**src/rtl/core/tsvd_pkg.sv**
```systemverilog
// Package for the transport stream video codec detector.
// Holds the packet geometry, start code constants, result codes and shared types.
// No dependencies; every other file of the block imports it.
`timescale 1ns / 1ps
`default_nettype none

package tsvd_pkg;

  // Packet geometry.
  localparam int PACKET_BYTES = 188;
  localparam int POS_W        = $clog2(PACKET_BYTES);

  // Field widths.
  localparam int DATA_W       = 8;
  localparam int PID_W        = 13;
  localparam int PID_HI_W     = PID_W - DATA_W;
  localparam int VIDEO_TYPE_W = 2;
  localparam int WINDOW_W     = 4 * DATA_W;
  localparam int NAL_TYPE_W   = 5;

  // Stream constants.
  localparam logic [DATA_W-1:0]     SYNC_VALUE  = 8'h47;
  localparam logic [WINDOW_W-1:0]   SEQ_CODE    = 32'h0000_01B3;
  localparam logic [WINDOW_W-1:0]   GOP_CODE    = 32'h0000_01B8;
  localparam logic [WINDOW_W-1:0]   H264_PREFIX = 32'h0000_0001;
  localparam logic [NAL_TYPE_W-1:0] NAL_SPS     = 5'd7;
  localparam logic [NAL_TYPE_W-1:0] NAL_PPS     = 5'd8;

  // Header byte offsets and the first offsets at which a whole code can end.
  localparam logic [POS_W-1:0] POS_SYNC      = POS_W'(0);
  localparam logic [POS_W-1:0] POS_PID_HI    = POS_W'(1);
  localparam logic [POS_W-1:0] POS_PID_LO    = POS_W'(2);
  localparam logic [POS_W-1:0] POS_MPEG_MIN  = POS_W'(7);
  localparam logic [POS_W-1:0] POS_H264_MIN  = POS_W'(4);
  localparam logic [POS_W-1:0] POS_LAST      = POS_W'(PACKET_BYTES - 1);

  // Configuration port.
  localparam int APB_DATA_W = 32;
  localparam int PADDR_W    = 3;
  localparam int REG_IDX_W  = PADDR_W - 2;
  localparam logic [REG_IDX_W-1:0] REG_VIDEO_PID = REG_IDX_W'(0);

  typedef enum logic [VIDEO_TYPE_W-1:0] {
    VT_NONE  = 2'd0,
    VT_MPEG2 = 2'd1,
    VT_H264  = 2'd2
  } video_type_e;

  // Start codes seen in the current packet.
  typedef struct packed {
    logic pps;
    logic sps;
    logic gop;
    logic seq;
  } tsvd_hits_t;

  // Evidence gathered over the whole buffer.
  typedef struct packed {
    logic found_h264;
    logic seen_sps;
    logic found_mpeg;
    logic seen_seq;
  } tsvd_flags_t;

endpackage

`default_nettype wire

```
**src/rtl/core/tsvd_if.sv**
```systemverilog
// Handshake interfaces for the byte input and the result output channels.
// Depends on tsvd_pkg for the field widths.
`timescale 1ns / 1ps
`default_nettype none

interface ts_byte_if;
  import tsvd_pkg::*;

  logic              valid;
  logic              ready;
  logic [DATA_W-1:0] data_byte;
  logic              last_byte;

  modport source (output valid, output data_byte, output last_byte, input ready);
  modport sink   (input valid, input data_byte, input last_byte, output ready);
endinterface

interface ts_result_if;
  import tsvd_pkg::*;

  logic                    valid;
  logic                    ready;
  logic [VIDEO_TYPE_W-1:0] video_type;

  modport source (output valid, output video_type, input ready);
  modport sink   (input valid, input video_type, output ready);
endinterface

`default_nettype wire

```
**src/rtl/core/tsvd_start_code_matcher.sv**
```systemverilog
// Start code comparator working on the byte shift register and the new byte.
// Depends on tsvd_pkg for the codes, offsets and the hit struct.
`timescale 1ns / 1ps
`default_nettype none

module tsvd_start_code_matcher (
  input  wire logic [tsvd_pkg::WINDOW_W-1:0] recent_bytes,
  input  wire logic [tsvd_pkg::DATA_W-1:0]   data_byte,
  input  wire logic [tsvd_pkg::POS_W-1:0]    byte_position,
  output tsvd_pkg::tsvd_hits_t               hits
);
  import tsvd_pkg::*;

  logic [WINDOW_W-1:0]   window;
  logic [NAL_TYPE_W-1:0] nal_type;
  logic                  mpeg_zone;
  logic                  h264_zone;

  assign window    = {recent_bytes[WINDOW_W-DATA_W-1:0], data_byte};
  assign nal_type  = data_byte[NAL_TYPE_W-1:0];
  // A four-byte MPEG-2 code must start at offset 4 or later.
  assign mpeg_zone = (byte_position >= POS_MPEG_MIN);
  // The H.264 prefix may start at offset 0, so the NAL byte sits at 4 or later.
  assign h264_zone = (byte_position >= POS_H264_MIN) && (recent_bytes == H264_PREFIX);

  assign hits.seq = mpeg_zone && (window == SEQ_CODE);
  assign hits.gop = mpeg_zone && (window == GOP_CODE);
  assign hits.sps = h264_zone && (nal_type == NAL_SPS);
  assign hits.pps = h264_zone && (nal_type == NAL_PPS);

endmodule

`default_nettype wire

```
**src/rtl/core/tsvd_packet_tracker.sv**
```systemverilog
// Packet tracker: byte offset, sync and PID capture, per-packet hits and buffer flags.
// Depends on tsvd_pkg and instantiates tsvd_start_code_matcher.
`timescale 1ns / 1ps
`default_nettype none

module tsvd_packet_tracker (
  input  wire logic                       clk,
  input  wire logic                       rst,
  input  wire logic                       advance,
  input  wire logic [tsvd_pkg::DATA_W-1:0] data_byte,
  input  wire logic                       last_byte,
  input  wire logic [tsvd_pkg::PID_W-1:0] video_pid,
  output tsvd_pkg::video_type_e           video_type
);
  import tsvd_pkg::*;

  logic [POS_W-1:0]    byte_position;
  logic [WINDOW_W-1:0] recent_bytes;
  logic [PID_W-1:0]    packet_pid;
  logic                sync_good;
  tsvd_hits_t          packet_hits;
  tsvd_flags_t         buffer_flags;

  logic [POS_W-1:0]    byte_position_next;
  logic [PID_W-1:0]    packet_pid_next;
  logic                sync_good_next;
  tsvd_hits_t          packet_hits_next;
  tsvd_flags_t         buffer_flags_next;
  tsvd_hits_t          match_hits;
  tsvd_hits_t          hits_acc;
  logic                packet_end;
  logic                packet_ok;

  tsvd_start_code_matcher u_matcher (
    .recent_bytes  (recent_bytes),
    .data_byte     (data_byte),
    .byte_position (byte_position),
    .hits          (match_hits)
  );

  assign packet_end = (byte_position == POS_LAST);

  always_comb begin
    sync_good_next  = sync_good;
    packet_pid_next = packet_pid;
    hits_acc        = packet_hits;
    if (byte_position == POS_SYNC) begin
      sync_good_next = (data_byte == SYNC_VALUE);
      hits_acc       = '0;
    end else if (byte_position == POS_PID_HI) begin
      packet_pid_next = {data_byte[PID_HI_W-1:0], {DATA_W{1'b0}}};
    end else if (byte_position == POS_PID_LO) begin
      packet_pid_next = {packet_pid[PID_W-1:DATA_W], data_byte};
    end
    hits_acc = hits_acc | match_hits;
  end

  // A whole packet with good sync on the chosen PID hands its hits to the buffer flags.
  assign packet_ok = packet_end && sync_good_next && (packet_pid_next == video_pid);

  always_comb begin
    buffer_flags_next = buffer_flags;
    if (packet_ok) begin
      buffer_flags_next.seen_seq   = buffer_flags.seen_seq | hits_acc.seq;
      buffer_flags_next.found_mpeg = buffer_flags.found_mpeg |
                                     (buffer_flags_next.seen_seq & hits_acc.gop);
      buffer_flags_next.seen_sps   = buffer_flags.seen_sps | hits_acc.sps;
      buffer_flags_next.found_h264 = buffer_flags.found_h264 |
                                     (buffer_flags_next.seen_sps & hits_acc.pps);
    end
    packet_hits_next   = packet_end ? '0 : hits_acc;
    byte_position_next = packet_end ? '0 : byte_position + POS_W'(1);
  end

  always_comb begin
    if (buffer_flags_next.found_mpeg) begin
      video_type = VT_MPEG2;
    end else if (buffer_flags_next.found_h264) begin
      video_type = VT_H264;
    end else begin
      video_type = VT_NONE;
    end
  end

  always_ff @(posedge clk) begin
    if (rst) begin
      byte_position <= '0;
      recent_bytes  <= '0;
      packet_pid    <= '0;
      sync_good     <= 1'b0;
      packet_hits   <= '0;
      buffer_flags  <= '0;
    end else if (advance) begin
      if (last_byte) begin
        // End of buffer: start the next buffer from a clean slate.
        byte_position <= '0;
        recent_bytes  <= '0;
        packet_pid    <= '0;
        sync_good     <= 1'b0;
        packet_hits   <= '0;
        buffer_flags  <= '0;
      end else begin
        byte_position <= byte_position_next;
        recent_bytes  <= {recent_bytes[WINDOW_W-DATA_W-1:0], data_byte};
        packet_pid    <= packet_pid_next;
        sync_good     <= sync_good_next;
        packet_hits   <= packet_hits_next;
        buffer_flags  <= buffer_flags_next;
      end
    end
  end

endmodule

`default_nettype wire

```
**src/rtl/core/ts_video_codec_detector.sv**
```systemverilog
// Top level of the transport stream video codec detector.
// Depends on tsvd_pkg, tsvd_if.sv and tsvd_packet_tracker (with its matcher).
`timescale 1ns / 1ps
`default_nettype none

// Channel     Direction  Payload                   Handshake
// byte_in     in         data_byte[7:0], last_byte valid / ready
// result_out  out        video_type[1:0]           valid / ready
// apb         in         video_pid at byte 0       psel / penable / pready
//
// One byte is taken per clock cycle when the result side is not stalled. A byte
// is held in the input register; the per-byte work (offset, sync, PID, start
// code compare and buffer flags) is done combinationally while it is held, and
// the verdict of a buffer is loaded into the output register as its last byte
// moves on. Reset is synchronous; it clears the input and output valid flags,
// the tracker state and the video PID register. A stalled result only holds
// back a byte marked last; ordinary bytes keep flowing while the result waits.

module ts_video_codec_detector (
  input  wire logic                          clk,
  input  wire logic                          rst,
  ts_byte_if.sink                            byte_in,
  ts_result_if.source                        result_out,
  input  wire logic                          psel,
  input  wire logic                          penable,
  input  wire logic                          pwrite,
  input  wire logic [tsvd_pkg::PADDR_W-1:0]  paddr,
  input  wire logic [tsvd_pkg::APB_DATA_W-1:0] pwdata,
  output logic      [tsvd_pkg::APB_DATA_W-1:0] prdata,
  output logic                               pready
);
  import tsvd_pkg::*;

  // Input register: holds one byte until the tracker takes it.
  logic              in_valid;
  logic [DATA_W-1:0] in_byte;
  logic              in_last;

  // Output register: holds the verdict until the sink takes it.
  logic              out_valid;
  video_type_e       out_type;

  logic              advance;
  video_type_e       step_type;
  logic [PID_W-1:0]  video_pid;
  logic              reg_hit;

  // The held byte moves on unless it closes a buffer and the result slot is
  // still occupied by a verdict that has not been taken.
  assign advance = in_valid && (!in_last || !out_valid || result_out.ready);
  assign byte_in.ready = !in_valid || advance;

  always_ff @(posedge clk) begin
    if (rst) begin
      in_valid <= 1'b0;
    end else if (byte_in.ready) begin
      in_valid <= byte_in.valid;
    end
  end

  always_ff @(posedge clk) begin
    if (byte_in.valid && byte_in.ready) begin
      in_byte <= byte_in.data_byte;
      in_last <= byte_in.last_byte;
    end
  end

  tsvd_packet_tracker u_tracker (
    .clk        (clk),
    .rst        (rst),
    .advance    (advance),
    .data_byte  (in_byte),
    .last_byte  (in_last),
    .video_pid  (video_pid),
    .video_type (step_type)
  );

  // A verdict is loaded when the last byte of a buffer passes the tracker; an
  // older verdict must have been taken in the same cycle for that to happen.
  always_ff @(posedge clk) begin
    if (rst) begin
      out_valid <= 1'b0;
    end else if (advance && in_last) begin
      out_valid <= 1'b1;
    end else if (result_out.ready) begin
      out_valid <= 1'b0;
    end
  end

  always_ff @(posedge clk) begin
    if (advance && in_last) begin
      out_type <= step_type;
    end
  end

  assign result_out.valid      = out_valid;
  assign result_out.video_type = out_type;

  // Configuration port: a single register, decoded on the word address.
  assign pready  = 1'b1;
  assign reg_hit = (paddr[PADDR_W-1:2] == REG_VIDEO_PID);

  always_ff @(posedge clk) begin
    if (rst) begin
      video_pid <= '0;
    end else if (psel && penable && pwrite && pready && reg_hit) begin
      video_pid <= pwdata[PID_W-1:0];
    end
  end

  assign prdata = reg_hit ? {{(APB_DATA_W-PID_W){1'b0}}, video_pid} : '0;

`ifndef SYNTHESIS
  // A verdict only appears after a last byte went through the tracker.
  a_result_from_last : assert property (@(posedge clk) disable iff (rst)
    $rose(out_valid) |-> $past(advance && in_last))
    else $error("result raised without a last byte");

  // A last byte never overwrites a verdict that the sink has not taken.
  a_no_result_overrun : assert property (@(posedge clk) disable iff (rst)
    (out_valid && !result_out.ready) |-> !(advance && in_last))
    else $error("pending result overwritten");

  // A held byte that cannot move stays in the input register unchanged.
  a_input_held : assert property (@(posedge clk) disable iff (rst)
    (in_valid && !advance) |=> (in_valid && $stable(in_byte) && $stable(in_last)))
    else $error("stalled input byte lost");

  // Only the three defined codes are ever reported.
  a_type_defined : assert property (@(posedge clk) disable iff (rst)
    out_valid |-> (out_type == VT_NONE || out_type == VT_MPEG2 || out_type == VT_H264))
    else $error("undefined video type reported");
`endif

endmodule

`default_nettype wire
```
**src/flat_wrapper.sv**
```systemverilog
// flat-port wrapper written by rule: the top's interface ports become plain ports
module ts_video_codec_detector_flat import tsvd_pkg::*;
  (clk, rst, psel, penable, pwrite, paddr, pwdata, prdata, pready, byte_in_valid, byte_in_data_byte, byte_in_last_byte, byte_in_ready, result_out_valid, result_out_video_type, result_out_ready);
  ts_byte_if byte_in_i ();
  ts_result_if result_out_i ();
  input  wire logic clk;
  input  wire logic rst;
  input  wire logic psel;
  input  wire logic penable;
  input  wire logic pwrite;
  input  wire logic [tsvd_pkg::PADDR_W-1:0] paddr;
  input  wire logic [tsvd_pkg::APB_DATA_W-1:0] pwdata;
  output logic      [tsvd_pkg::APB_DATA_W-1:0] prdata;
  output logic pready;
  input wire logic [$bits(byte_in_i.valid)-1:0] byte_in_valid;
  input wire logic [$bits(byte_in_i.data_byte)-1:0] byte_in_data_byte;
  input wire logic [$bits(byte_in_i.last_byte)-1:0] byte_in_last_byte;
  output wire logic [$bits(byte_in_i.ready)-1:0] byte_in_ready;
  output wire logic [$bits(result_out_i.valid)-1:0] result_out_valid;
  output wire logic [$bits(result_out_i.video_type)-1:0] result_out_video_type;
  input wire logic [$bits(result_out_i.ready)-1:0] result_out_ready;
  assign byte_in_i.valid = byte_in_valid;
  assign byte_in_i.data_byte = byte_in_data_byte;
  assign byte_in_i.last_byte = byte_in_last_byte;
  assign byte_in_ready = byte_in_i.ready;
  assign result_out_valid = result_out_i.valid;
  assign result_out_video_type = result_out_i.video_type;
  assign result_out_i.ready = result_out_ready;
  ts_video_codec_detector u_core (.clk(clk), .rst(rst), .byte_in(byte_in_i), .result_out(result_out_i), .psel(psel), .penable(penable), .pwrite(pwrite), .paddr(paddr), .pwdata(pwdata), .prdata(prdata), .pready(pready));
endmodule
```
**config.mk**
```make
export PLATFORM = sky130hd
export DESIGN_NAME = ts_video_codec_detector_flat
export DESIGN_NICKNAME = d
export VERILOG_FILES = /design/src/rtl/core/tsvd_pkg.sv /design/src/rtl/core/tsvd_if.sv /design/src/rtl/core/tsvd_start_code_matcher.sv /design/src/rtl/core/tsvd_packet_tracker.sv /design/src/rtl/core/ts_video_codec_detector.sv /design/src/flat_wrapper.sv
export SDC_FILE = /design/constraint.sdc
export NUM_CORES = 1
export LEC_CHECK = 0
export BUFFER_PORTS_ARGS = -buffer_cell sky130_fd_sc_hd__buf_2
export CAP_MARGIN = 5
export CORE_MARGIN = 1.5
export CORE_UTILIZATION = 45
export CTS_CLUSTER_SIZE = 12
export DETAILED_ROUTE_END_ITERATION = 6
export HOLD_SLACK_MARGIN = 0.06
export PLACE_DENSITY = 0.74
export SETUP_SLACK_MARGIN = 0.2
export SYNTH_ARGS = -nofsm -noshare
export SYNTH_HDL_FRONTEND = slang
export SYNTH_SLANG_ARGS = --single-unit
```
**constraint.sdc**
```tcl
create_clock -name clk -period 6.85 [get_ports clk]
set_input_delay 1.0275 -clock clk [delete_from_list [all_inputs] [get_ports clk]]
set_output_delay 1.0275 -clock clk [all_outputs]
set_load 0.03 [all_outputs]
```
==> qor.yml <==
outcome:
  status: "finished clean"
final_layout:
  drive_gt1_share_pct: 12.89
  final_util_pct: 50.05
  nets: 562
  diodes: 0
  syn_to_final_growth_pct: 9.284
global_routing:
  grt_max_degree: 71
  grt_pass1_vias: 3188
  antenna_found_initial: 0
  grt_overflow: 0
  grt_usage_pct: 18.87
  grt_pass1_wl_um: 14940
route:
  routed-wl-met3_um: 457
  vias: 3507
  final_antenna_net_count: 0
  wl_met1_um: 4164
  top_layer: "met4"
  drt-pass1-iter-count: 5
  finalWirelength_um: 9174
  drt_iter0_drc: 166
  vias_per_cell: 5.629
  wire_per_inst_um: 14.73
  drcViolationCount: 0
  met2WireLength_um: 4430
min_path:
  min_from: "u_core.u_tracker.recent_bytes[24]"
  hp-class: "reg -> reg"
  whs_path_depth: 2
  hold-path-endpoint: "u_core.u_tracker.recent_bytes[24]"
synth:
  syn_avg_cell_area_sq_um: 8.732
  synth.distinct_cells: 55
  syn_inst: 480
  synthSimpleGateAreaFrac_pct: 26.06
  synth_area_leader_cell: "dfxtp_1"
  ys.warnings.count: 0
  ys_ff_latch: 88
  synth_compound_area_share_pct: 16.24
  yosys.cell_count.top_type: "dfxtp_1"
  yosysTopAreaCellShare_pct: 36.78
  synthAdderAreaFrac_pct: 1.194
  syn_area_sq_um: 4192
  synth_top_family_by_area: "simple AND/OR/NAND/NOR gates"
  synth_area_leaders: "dfxtp_1, edfxtp_1, nand2_1, a21oi_1, nand3b_1"
  yosys_most_used_dff: "dfxtp_1"
  muxShareOfSynthArea_pct: 0.9851
  synth_edf_count: 11
  synth_xor_area_share_pct: 3.552
  ys_seq_area_share_pct: 44.66
  netlist_top_cells_count: "dfxtp_1, nand2_1, a21oi_1"
  synthArstFlopShare_pct: 0
placement:
  post-place-ws_ps: 3373
  dpl.hpwl_um: 6399
  routabilityCongestion: 0.8278
  port_buffers: 46
timing:
  setup_tns_ps: 0
  setup_ws_ps: 3299
  clock_skew_ps: 14.94
  period_share_pct: 51.83
  tightest_slew_ps: 1074
  hold_viol: 0
  rsz0062_at_grt: "false"
  slew_viol_final: 0
  finalCriticalPeriod_ps: 3551
  final-setup-viol-count: 0
  fmax_mhz: 281.6
  slew_headroom_pct: 27.77
die:
  coreArea_sq_um: 9153
  dieWidth_um: 99.51
  die-area_sq_um: 9902
  num_io_pins: 88
  rows: 35
  die_y_um: 99.51
  start_util_pct: 45.80
clocking:
  clk_latency_ps: 360
  htree_levels: 3
  clkTransAtPathRegs_ps: 90
  numCtsBuffers: 9
  clock_sinks: 88
  cts_setup_buffers: 0
  cts_root_buf: "clkbuf_8"
  clock_path_buffers: 2
  cts_resized: 0
  cts_tree: "built"
  cts_hold_buf: 0
worst_setup_path:
  ff2ff_setup_slack_ps: 3300
  crit_required_ps: 6950
  cp_max_fo: 6
  rr_endpoint: "u_core.result_out.video_type[1]"
  worst_setup_path_end_kind: "flip-flop"
  worstPathArrival_ps: 3660
  rr_worst_depth: 9
  critPathKind: "reg -> reg"
  start_kind: "flip-flop"
  r2r-start: "u_core.u_tracker.byte_position[0]"
power:
  total_power_uw: 996.7
  p_per_area_nw_per_um2: 217.6
  p_leak_uw: 0.001696
  ir_drop_mv: 0.1668
job:
  drv_cap: 0
## critical path: stages (launching register included)
cell and delay, ps:
dfxtp_1 420, inv_1 120, ha_1 250, nor4b_1 430, nor3b_1 670, a22oi_1 220
xnor2_1 200, nor4_2 470, and4_1 410, a211oi_1 110
## power breakdown
group,internal (uW),switching [uW]
registers,529,15.6
clock network,194,190
logic,21.0,47.0
total,744,253
## flip-flops by register name (all words and copies together) (netlist names)
register and cells:
u_core.in_byte 8, u_core.in_last 1, u_core.result_out.video_type 2, u_core.u_tracker.sync_good 1, u_core.u_tracker.byte_position 8, u_core.u_tracker.recent_bytes 32, u_core.u_tracker.buffer_flags 4, u_core.result_out.valid 1
u_core.in_valid 1, u_core.u_tracker.packet_hits 4, u_core.video_pid 13, u_core.u_tracker.packet_pid 13
## layout make-up
cell class,instances,area (sq um)
multi-input cells,354,2088
clock inverters,5,61.31
fillers,854,4572
flip-flops and latches,88,1872
well taps,111,138.9
repair buffers,48,245.2
clock buffers,11,152.6
inverters,6,22.52
## layout by cell type (no fill, tap or decap), drive strengths merged, types with 7 or more instances in the layout
cell type   n
nor4       12
clkbuf     11
xnor2       7
a22oi      28
nor2b      13
a21oi      49
nand2      67
nor2       42
buf        48
nand3b     30
xor2       10
dfxtp      77
inv         9
edfxtp     11
conb       20
## metrics by stage
step	cell area (sq um)	std cells	hold slack, ps
global route	4581	623	479.0
global placement	4367	607	438.2
finish	4581	623	454.5
CTS	4581	623	455.6
floorplan	4259	498	426.4
detailed placement	4367	607	445.1
## cell families (layout without fill, tap and decap cells)
logic type               count (synthesis)  count (layout)
multiplexers                             4               4
other                                    2              20
adder cells (fa/ha/maj)                  4               4
AND/OR/NAND/NOR                        206             206
AO/OA/AOI/OAI                          103             103
XOR/XNOR                                17              17
flip-flops                              88              88
buffers and inverters                   56              70
## how the worst max path moves through the flow
| stage | startpoint | end | slack [ps] | cells past startpoint |
|---|---|---|---|---|
| global route | u_core.u_tracker.byte_position[0] | u_core.result_out.video_type[1] | 3130 | 9 |
| finish | u_core.u_tracker.byte_position[0] | u_core.result_out.video_type[1] | 3300 | 9 |
| floorplan | u_core.u_tracker.byte_position[0] | u_core.result_out.video_type[1] | 4040 | 10 |
| global placement | u_core.u_tracker.byte_position[0] | u_core.result_out.video_type[1] | 3510 | 9 |
| detailed placement | u_core.u_tracker.byte_position[0] | u_core.result_out.video_type[1] | 3370 | 9 |
| CTS | u_core.u_tracker.byte_position[0] | u_core.result_out.video_type[1] | 3350 | 9 |
## metal layers
| metal | track usage, % | vias up |
|---|---|---|
| li1 | - | 1718 |
| met1 | 25.18 | 1664 |
| met2 | 30.82 | 111 |
| met3 | 4.216 | 14 |
| met4 | 5.525 | 0 |
| met5 | 0 | - |
No activity file was read; power rests on OpenSTA's default activity.
